==> src/sv/zaf_pkg.sv <==
// Shared types and constants for the Z80 accumulator flag unit.
// Used by zaf_exec and z80_accumulator_flag_unit. No other dependencies.
`timescale 1ns / 1ps

package zaf_pkg;

    // Operation codes. Codes 11 to 15 are no operation.
    localparam logic [3:0] ACT_ADD16 = 4'd0;
    localparam logic [3:0] ACT_INC   = 4'd1;
    localparam logic [3:0] ACT_DEC   = 4'd2;
    localparam logic [3:0] ACT_RLCA  = 4'd3;
    localparam logic [3:0] ACT_RRCA  = 4'd4;
    localparam logic [3:0] ACT_RLA   = 4'd5;
    localparam logic [3:0] ACT_RRA   = 4'd6;
    localparam logic [3:0] ACT_DAA   = 4'd7;
    localparam logic [3:0] ACT_CPL   = 4'd8;
    localparam logic [3:0] ACT_SCF   = 4'd9;
    localparam logic [3:0] ACT_CCF   = 4'd10;

    // Flag bit positions: S Z Y H X P N C.
    localparam int FL_S = 7;
    localparam int FL_Z = 6;
    localparam int FL_Y = 5;
    localparam int FL_H = 4;
    localparam int FL_X = 3;
    localparam int FL_P = 2;
    localparam int FL_N = 1;
    localparam int FL_C = 0;

    // DAA thresholds and correction terms.
    localparam logic [3:0] DAA_NIB_MAX  = 4'h9;
    localparam logic [3:0] DAA_NIB_LOW  = 4'h6;
    localparam logic [7:0] DAA_BYTE_MAX = 8'h99;
    localparam logic [7:0] DAA_CORR_LO  = 8'h06;
    localparam logic [7:0] DAA_CORR_HI  = 8'h60;

    // Overflow points for INC and DEC.
    localparam logic [7:0] INC_OVF_VAL = 8'h7F;
    localparam logic [7:0] DEC_OVF_VAL = 8'h80;

    typedef struct packed {
        logic [3:0]  action;
        logic [7:0]  operand_value;
        logic [7:0]  flags_in;
        logic [15:0] hl_value;
        logic [15:0] pair_value;
    } item_t;

    typedef struct packed {
        logic [7:0]  result_byte;
        logic [15:0] result_word;
        logic [7:0]  flags_out;
    } result_t;

endpackage

==> src/sv/z80_accumulator_flag_unit.sv <==
// Top level of the Z80 accumulator flag unit: input register, execute stage, result register.
// Depends on zaf_pkg and zaf_exec.
`timescale 1ns / 1ps

// The unit takes one operation per clock cycle and never pushes back: busy is
// always low, so every cycle with start high is a transfer. Each transfer
// produces exactly one result, which passes the input register and then the
// result register and is shown on result for a single cycle with done high.
// The receiver cannot stall the unit, so it must take the result in that
// cycle; nothing is held for it. The operation itself (one 16-bit add or an
// 8-bit add, subtract, shift, complement or flag update) lies between the two registers.
// The unit holds no architectural state; only the pipeline valid bits reset.
module z80_accumulator_flag_unit (
    input  logic              clk,
    input  logic              rst_n,
    input  logic              start,
    output logic              busy,
    input  zaf_pkg::item_t    item,
    output logic              done,
    output zaf_pkg::result_t  result
);
    import zaf_pkg::*;

    logic    in_valid_reg;
    logic    in_valid_next;
    item_t   item_reg;
    logic    done_reg;
    logic    done_next;
    result_t result_reg;
    result_t exec_result;

    // Never stall the sender.
    assign busy = 1'b0;

    assign in_valid_next = start && !busy;
    assign done_next     = in_valid_reg;

    // Advance the valid bits every cycle; drop them on reset.
    always_ff @(posedge clk or negedge rst_n)
    begin
        if (!rst_n)
        begin
            in_valid_reg <= 1'b0;
            done_reg     <= 1'b0;
        end
        else
        begin
            in_valid_reg <= in_valid_next;
            done_reg     <= done_next;
        end
    end

    // Capture the operands on a transfer; hold them otherwise.
    always_ff @(posedge clk)
    begin
        if (in_valid_next)
        begin
            item_reg <= item;
        end
    end

    zaf_exec u_exec (
        .item   (item_reg),
        .result (exec_result)
    );

    // Load the result register when a registered item is present.
    always_ff @(posedge clk)
    begin
        if (in_valid_reg)
        begin
            result_reg <= exec_result;
        end
    end

    assign done   = done_reg;
    assign result = result_reg;

endmodule

==> src/sv/zaf_exec.sv <==
// Combinational execute stage of the Z80 accumulator flag unit.
// Depends on zaf_pkg for item_t, result_t, operation codes and flag positions.
`timescale 1ns / 1ps

module zaf_exec (
    input  zaf_pkg::item_t   item,
    output zaf_pkg::result_t result
);
    import zaf_pkg::*;

    logic [7:0]  a;
    logic [7:0]  f;
    logic [16:0] sum17;
    logic [12:0] sum13;
    logic [7:0]  inc_val;
    logic [7:0]  dec_val;
    logic        n_in;
    logic        h_in;
    logic        c_in;
    logic        lo_gt9;
    logic [7:0]  corr;
    logic [7:0]  daa_val;

    assign a    = item.operand_value;
    assign n_in = item.flags_in[FL_N];
    assign h_in = item.flags_in[FL_H];
    assign c_in = item.flags_in[FL_C];

    assign sum17   = {1'b0, item.hl_value} + {1'b0, item.pair_value};
    assign sum13   = {1'b0, item.hl_value[11:0]} + {1'b0, item.pair_value[11:0]};
    assign inc_val = a + 8'd1;
    assign dec_val = a - 8'd1;

    // DAA correction
    assign lo_gt9  = a[3:0] > DAA_NIB_MAX;
    assign corr    = ((h_in || (!n_in && lo_gt9)) ? DAA_CORR_LO : 8'h00)
                   | ((c_in || (!n_in && (a > DAA_BYTE_MAX))) ? DAA_CORR_HI : 8'h00);
    assign daa_val = n_in ? (a - corr) : (a + corr);

    always_comb
    begin
        result.result_byte = a;
        result.result_word = 16'h0000;
        f                  = item.flags_in;
        case (item.action)
            ACT_ADD16:
            begin
                result.result_byte = 8'h00;
                result.result_word = sum17[15:0];
                f[FL_H] = sum13[12];
                f[FL_N] = 1'b0;
                f[FL_C] = sum17[16];
                f[FL_Y] = sum17[13];
                f[FL_X] = sum17[11];
            end
            ACT_INC:
            begin
                result.result_byte = inc_val;
                f[FL_S] = inc_val[7];
                f[FL_Z] = (inc_val == 8'h00);
                f[FL_H] = (a[3:0] == 4'hF);
                f[FL_P] = (a == INC_OVF_VAL);
                f[FL_N] = 1'b0;
                f[FL_Y] = inc_val[5];
                f[FL_X] = inc_val[3];
            end
            ACT_DEC:
            begin
                result.result_byte = dec_val;
                f[FL_S] = dec_val[7];
                f[FL_Z] = (dec_val == 8'h00);
                f[FL_H] = (a[3:0] == 4'h0);
                f[FL_P] = (a == DEC_OVF_VAL);
                f[FL_N] = 1'b1;
                f[FL_Y] = dec_val[5];
                f[FL_X] = dec_val[3];
            end
            ACT_RLCA:
            begin
                result.result_byte = {a[6:0], a[7]};
                f[FL_H] = 1'b0;
                f[FL_N] = 1'b0;
                f[FL_C] = a[7];
                f[FL_Y] = a[4];
                f[FL_X] = a[2];
            end
            ACT_RRCA:
            begin
                result.result_byte = {a[0], a[7:1]};
                f[FL_H] = 1'b0;
                f[FL_N] = 1'b0;
                f[FL_C] = a[0];
                f[FL_Y] = a[6];
                f[FL_X] = a[4];
            end
            ACT_RLA:
            begin
                result.result_byte = {a[6:0], c_in};
                f[FL_H] = 1'b0;
                f[FL_N] = 1'b0;
                f[FL_C] = a[7];
                f[FL_Y] = a[4];
                f[FL_X] = a[2];
            end
            ACT_RRA:
            begin
                result.result_byte = {c_in, a[7:1]};
                f[FL_H] = 1'b0;
                f[FL_N] = 1'b0;
                f[FL_C] = a[0];
                f[FL_Y] = a[6];
                f[FL_X] = a[4];
            end
            ACT_DAA:
            begin
                result.result_byte = daa_val;
                f[FL_S] = daa_val[7];
                f[FL_Z] = (daa_val == 8'h00);
                f[FL_P] = ~^daa_val;
                f[FL_H] = n_in ? (h_in && (a[3:0] < DAA_NIB_LOW)) : lo_gt9;
                f[FL_C] = c_in || (!n_in && (a > DAA_BYTE_MAX));
                f[FL_Y] = daa_val[5];
                f[FL_X] = daa_val[3];
            end
            ACT_CPL:
            begin
                result.result_byte = ~a;
                f[FL_H] = 1'b1;
                f[FL_N] = 1'b1;
                f[FL_Y] = ~a[5];
                f[FL_X] = ~a[3];
            end
            ACT_SCF:
            begin
                f[FL_H] = 1'b0;
                f[FL_N] = 1'b0;
                f[FL_C] = 1'b1;
            end
            ACT_CCF:
            begin
                f[FL_H] = c_in;
                f[FL_N] = 1'b0;
                f[FL_C] = ~c_in;
            end
            default:
            begin
                f = item.flags_in;
            end
        endcase
        result.flags_out = f;
    end

endmodule
==> config.mk <==
export PLATFORM = sky130hd
export DESIGN_NAME = z80_accumulator_flag_unit
export DESIGN_NICKNAME = d
export VERILOG_FILES = /design/src/sv/zaf_pkg.sv /design/src/sv/z80_accumulator_flag_unit.sv /design/src/sv/zaf_exec.sv
export SDC_FILE = /design/constraint.sdc
export NUM_CORES = 1
export LEC_CHECK = 0
export BUFFER_PORTS_ARGS = -buffer_cell sky130_fd_sc_hd__buf_4
export CAP_MARGIN = 20
export CORE_ASPECT_RATIO = 1.25
export CORE_MARGIN = 2
export CORE_UTILIZATION = 50
export CTS_BUF_LIST = sky130_fd_sc_hd__clkbuf_8
export CTS_CLUSTER_SIZE = 28
export DETAILED_ROUTE_END_ITERATION = 10
export PLACE_DENSITY = 0.72
export REMOVE_ABC_BUFFERS = 1
export SLEW_MARGIN = 10
export SYNTH_ARGS = -nofsm -noshare
export SYNTH_HDL_FRONTEND = slang
export SYNTH_SLANG_ARGS = --single-unit
==> constraint.sdc <==
create_clock -name clk -period 5.8 [get_ports clk]
set_clock_uncertainty 0.1 [all_clocks]
set_input_delay 1.16 -clock clk [delete_from_list [all_inputs] [get_ports clk]]
set_output_delay 1.16 -clock clk [all_outputs]
set_load 0.005 [all_outputs]
==> results.md <==
* Highest layer used for signal routing: met4
* Number of global-route vias before repair at 3,907
* Top cell type's share of synthesized area at 0.488
* Number of instances in the synthesized netlist at 482
* Share of post-route cells with drive strength above 1 at 0.222
* Hold slack final at 307 ps
* Post-Synthesis Cell Area at 5170 um2
* Post-Route M1 WL at 4850 um
* Warnings from Yosys at 0
* Starting DRT DRC Count at 199
* Start-to-end type of the worst setup path: register to register
* Fmax achieved at 226 MHz
* Standard cell core area at 10,100 um2
* Area taken by flip-flops and latches at 2570 um2
* Number of H-tree branching levels at 3
* Number of hold buffers added after CTS at 0
* Cell variety after synth at 70
* Slew at the pin closest to its max-slew limit at 822 ps
* Commonest non-fill, non-tap cells in the layout: sky130_fd_sc_hd__buf_4 (90), sky130_fd_sc_hd__edfxtp_1 (84), sky130_fd_sc_hd__nor2_1 (51)
* Sequential power share at 0.467
* Wire length of the first global-routing pass at 19,500 um
* Total area of multi-input combinational cells at 2410 um2
* Total negative slack for setup checks at 0 ps
* Outcome: finished, final reports clean
* Count of max-cap constraint violations at 0
* Num ports at 89
* Final min period at 4420 ps
* Fin crit share at 0.762
* Element type at the critical path start: register
* Combinational fraction of design power at 0.261
* Cell Int Power at 1.20 mW
* Avg Inst Size Synth at 10.7 um2
* Cell at the root of the clock tree: sky130_fd_sc_hd__clkbuf_8
* # resized after CTS at 0
* Number of antenna cells inserted at 0
* Main synth FF type: sky130_fd_sc_hd__edfxtp_1
* Critical Path RT at 5810 ps
* Number of flip-flops in the largest register at 52
* Unrepaired setup endpoints after global routing: no
* Cell area after layout at 6090 um2
* Met2 Routed Length at 6450 um
* Fill cell count at 863
* Detail-routed via count per cell at 5.84
* Commonest non-fill, non-tap cell in the layout: sky130_fd_sc_hd__buf_4
* Clk_lat worst skew at 370 ps
* Cell area reported after detailed placement at 5870 um2
* Cell types with the largest area share after synthesis: sky130_fd_sc_hd__edfxtp_1 (49%), sky130_fd_sc_hd__ha_1 (8.5%), sky130_fd_sc_hd__a21oi_1 (3.8%)
* Clock network fraction of total power at 0.271
* Count of endpoints failing setup in the final report at 0
* Leakage power summed over all cells at 2.40 nW
* First-pass DRT Iterations at 5
* Row count at 41
* Type of the worst min-delay path: register to register
* Overall via count from detail_route at 4,019
* Number of antenna violations at the first check in global routing at 0
* Total wire length after detailed routing at 12,300 um
* Worst ir drop on vdd at 0.198 mV
* Total congestion overflow at 0
* Largest net degree at the start of global routing at 54
* Data arrival, critical path at 4430 ps
* Max FO, Critical Path at 14
* Max-slew headroom at the worst pin at 0.452
* Count of input and output buffers at 87
* Async set-or-reset flop fraction in the synthesized netlist at 0.0233
* EDFF count, synth at 84
* Final net count at 645
* Remaining number of nets flagged by the antenna check after routing at 0
* Max Transition Viols Final at 0
* Width of the chip at 94.9 um
* Met3 WL post-DR at 538 um
* Detailed placement HPWL at 9080 um
* Final-report hold violation count at 0
* Area enclosed by the die boundary at 11,200 um2
* Clock buffer count from CTS at 9
* TritonCTS clock tree: done
* Number of storage elements in the synthesis netlist at 86
* P&R area growth vs syn at 17.9%
* Net load switching power at 0.503 mW
* Core utilization of the finished layout at 0.606
* Detail-routed net length per standard cell at 17.8 um
* Setup Fix Bufs, Post-CTS at 0
* Cells on worst reg2reg path at 17
* Critical Path End Type: register
* Number of sinks driven by the clock tree at 86
* Post-synthesis cell type with the largest combined area: sky130_fd_sc_hd__edfxtp_1
* Total chip power at 1.70 mW
* Final weighted congestion of routability-driven global placement at 0.976
* Initial cell density of the core at 0.514
* Clock transition at the registers of the reported paths at 90 ps
* DIE HEIGHT at 118 um
* Pwr per Cell Area at 279 nW/um2
* WHS Path Cells at 0
* Switching share of power at 0.296
* Sequential share of the synthesized area at 0.498
* Max Buffers Root-to-Sink at 2
* All-layer global routing usage at 0.227
* DRC errors left at 0
final timing paths:
check | from | endpoint | slack (ps)
worst max-delay path | item_reg[41]$_DFFE_PP_ | result[2]$_DFFE_PP_ | 1380
worst min-delay path | done_next$_DFF_PN0_ | done$_DFF_PN0_ | 310
worst max register to register | item_reg[41]$_DFFE_PP_ | result[2]$_DFFE_PP_ | 1380
worst min register to register | done_next$_DFF_PN0_ | done$_DFF_PN0_ | 310
max in group asynchronous | rst_n | done$_DFF_PN0_ | 5050
min in group asynchronous | rst_n | done_next$_DFF_PN0_ | 460
cell usage after synthesis, drive strengths merged, types with 2 or more instances:
cell	instances
nor4	2
o22ai	6
nand2b	5
ha	35
clkbuf	11
nor2b	5
a31o	2
xnor2	18
o2bb2ai	2
or3	3
o21bai	4
nand3	10
a21oi	40
a22oi	2
o221a	3
nor3b	3
nand2	27
buf	18
inv	14
nand4	5
o21ai	25
a21o	9
and2	4
nor2	53
xor2	13
edfxtp	84
and3	6
o211ai	3
nand3b	3
a41oi	2
mux2i	2
dfrtp	2
a31oi	7
a211oi	6
or4b	3
nor3	18
a311oi	2
a221oi	4
o21a	5
a2111oi	2
a22o	2
power by group through the flow:
stage                     Combinational, mW  Sequential (mW)  Clock (mW)
after floorplan                       0.284            0.805           0
after global placement                0.432            0.808           0
after detailed placement              0.441            0.809           0
after CTS                             0.445            0.795       0.474
after global routing                  0.495            0.801       0.495
final                                 0.445            0.795       0.462
cells by family after synthesis:
family / count (synthesis) / share of synthesized area
compound gates: 133 / 0.171
xor+xnor: 31 / 0.0526
fa+ha+maj: 36 / 0.0886
buf+inv: 43 / 0.0361
flops: 86 / 0.498
mux: 2 / 0.00388
other cells: 1 / 0.000726
simple gates: 150 / 0.149
per-layer routing:
layer | GRT usage | up-vias
met5 | 0 | -
met2 | 0.384 | 140
met3 | 0.0391 | 30
li1 | - | 1945
met4 | 0.111 | 0
met1 | 0.276 | 1904
metrics by stage:
stage / worst slack (ps) / instances
after floorplan: 1930 / 453
after global placement: 1600 / 672
after detailed placement: 1450 / 672
after CTS: 1430 / 688
after global routing: 1010 / 688
final: 1380 / 688
worst max-delay path, cell delays in order (launching register included):
cell and delay [ps]:
sky130_fd_sc_hd__edfxtp_1 640, sky130_fd_sc_hd__inv_1 210, sky130_fd_sc_hd__ha_1 340, sky130_fd_sc_hd__o21bai_1 160, sky130_fd_sc_hd__and3b_1 200, sky130_fd_sc_hd__nor2_1 90, sky130_fd_sc_hd__or2_2 300, sky130_fd_sc_hd__ha_1 210
sky130_fd_sc_hd__or3_1 380, sky130_fd_sc_hd__o2bb2ai_1 220, sky130_fd_sc_hd__o21ai_0 170, sky130_fd_sc_hd__xnor2_1 240, sky130_fd_sc_hd__ha_1 270, sky130_fd_sc_hd__xor2_1 170, sky130_fd_sc_hd__xnor2_1 140, sky130_fd_sc_hd__nor2_1 60
sky130_fd_sc_hd__a31oi_1 150, sky130_fd_sc_hd__nand3_1 100
cell type report:
type	instances	share of cell area
Sequential cell	86	0.422
Multi-Input combinational cell	353	0.395
Timing Repair Buffer	90	0.111
Tap cell	129	0.0265
Clock buffer	9	0.0203
Clock inverter	7	0.0160
Inverter	14	0.00863
Power figures use the tool's default switching activity.
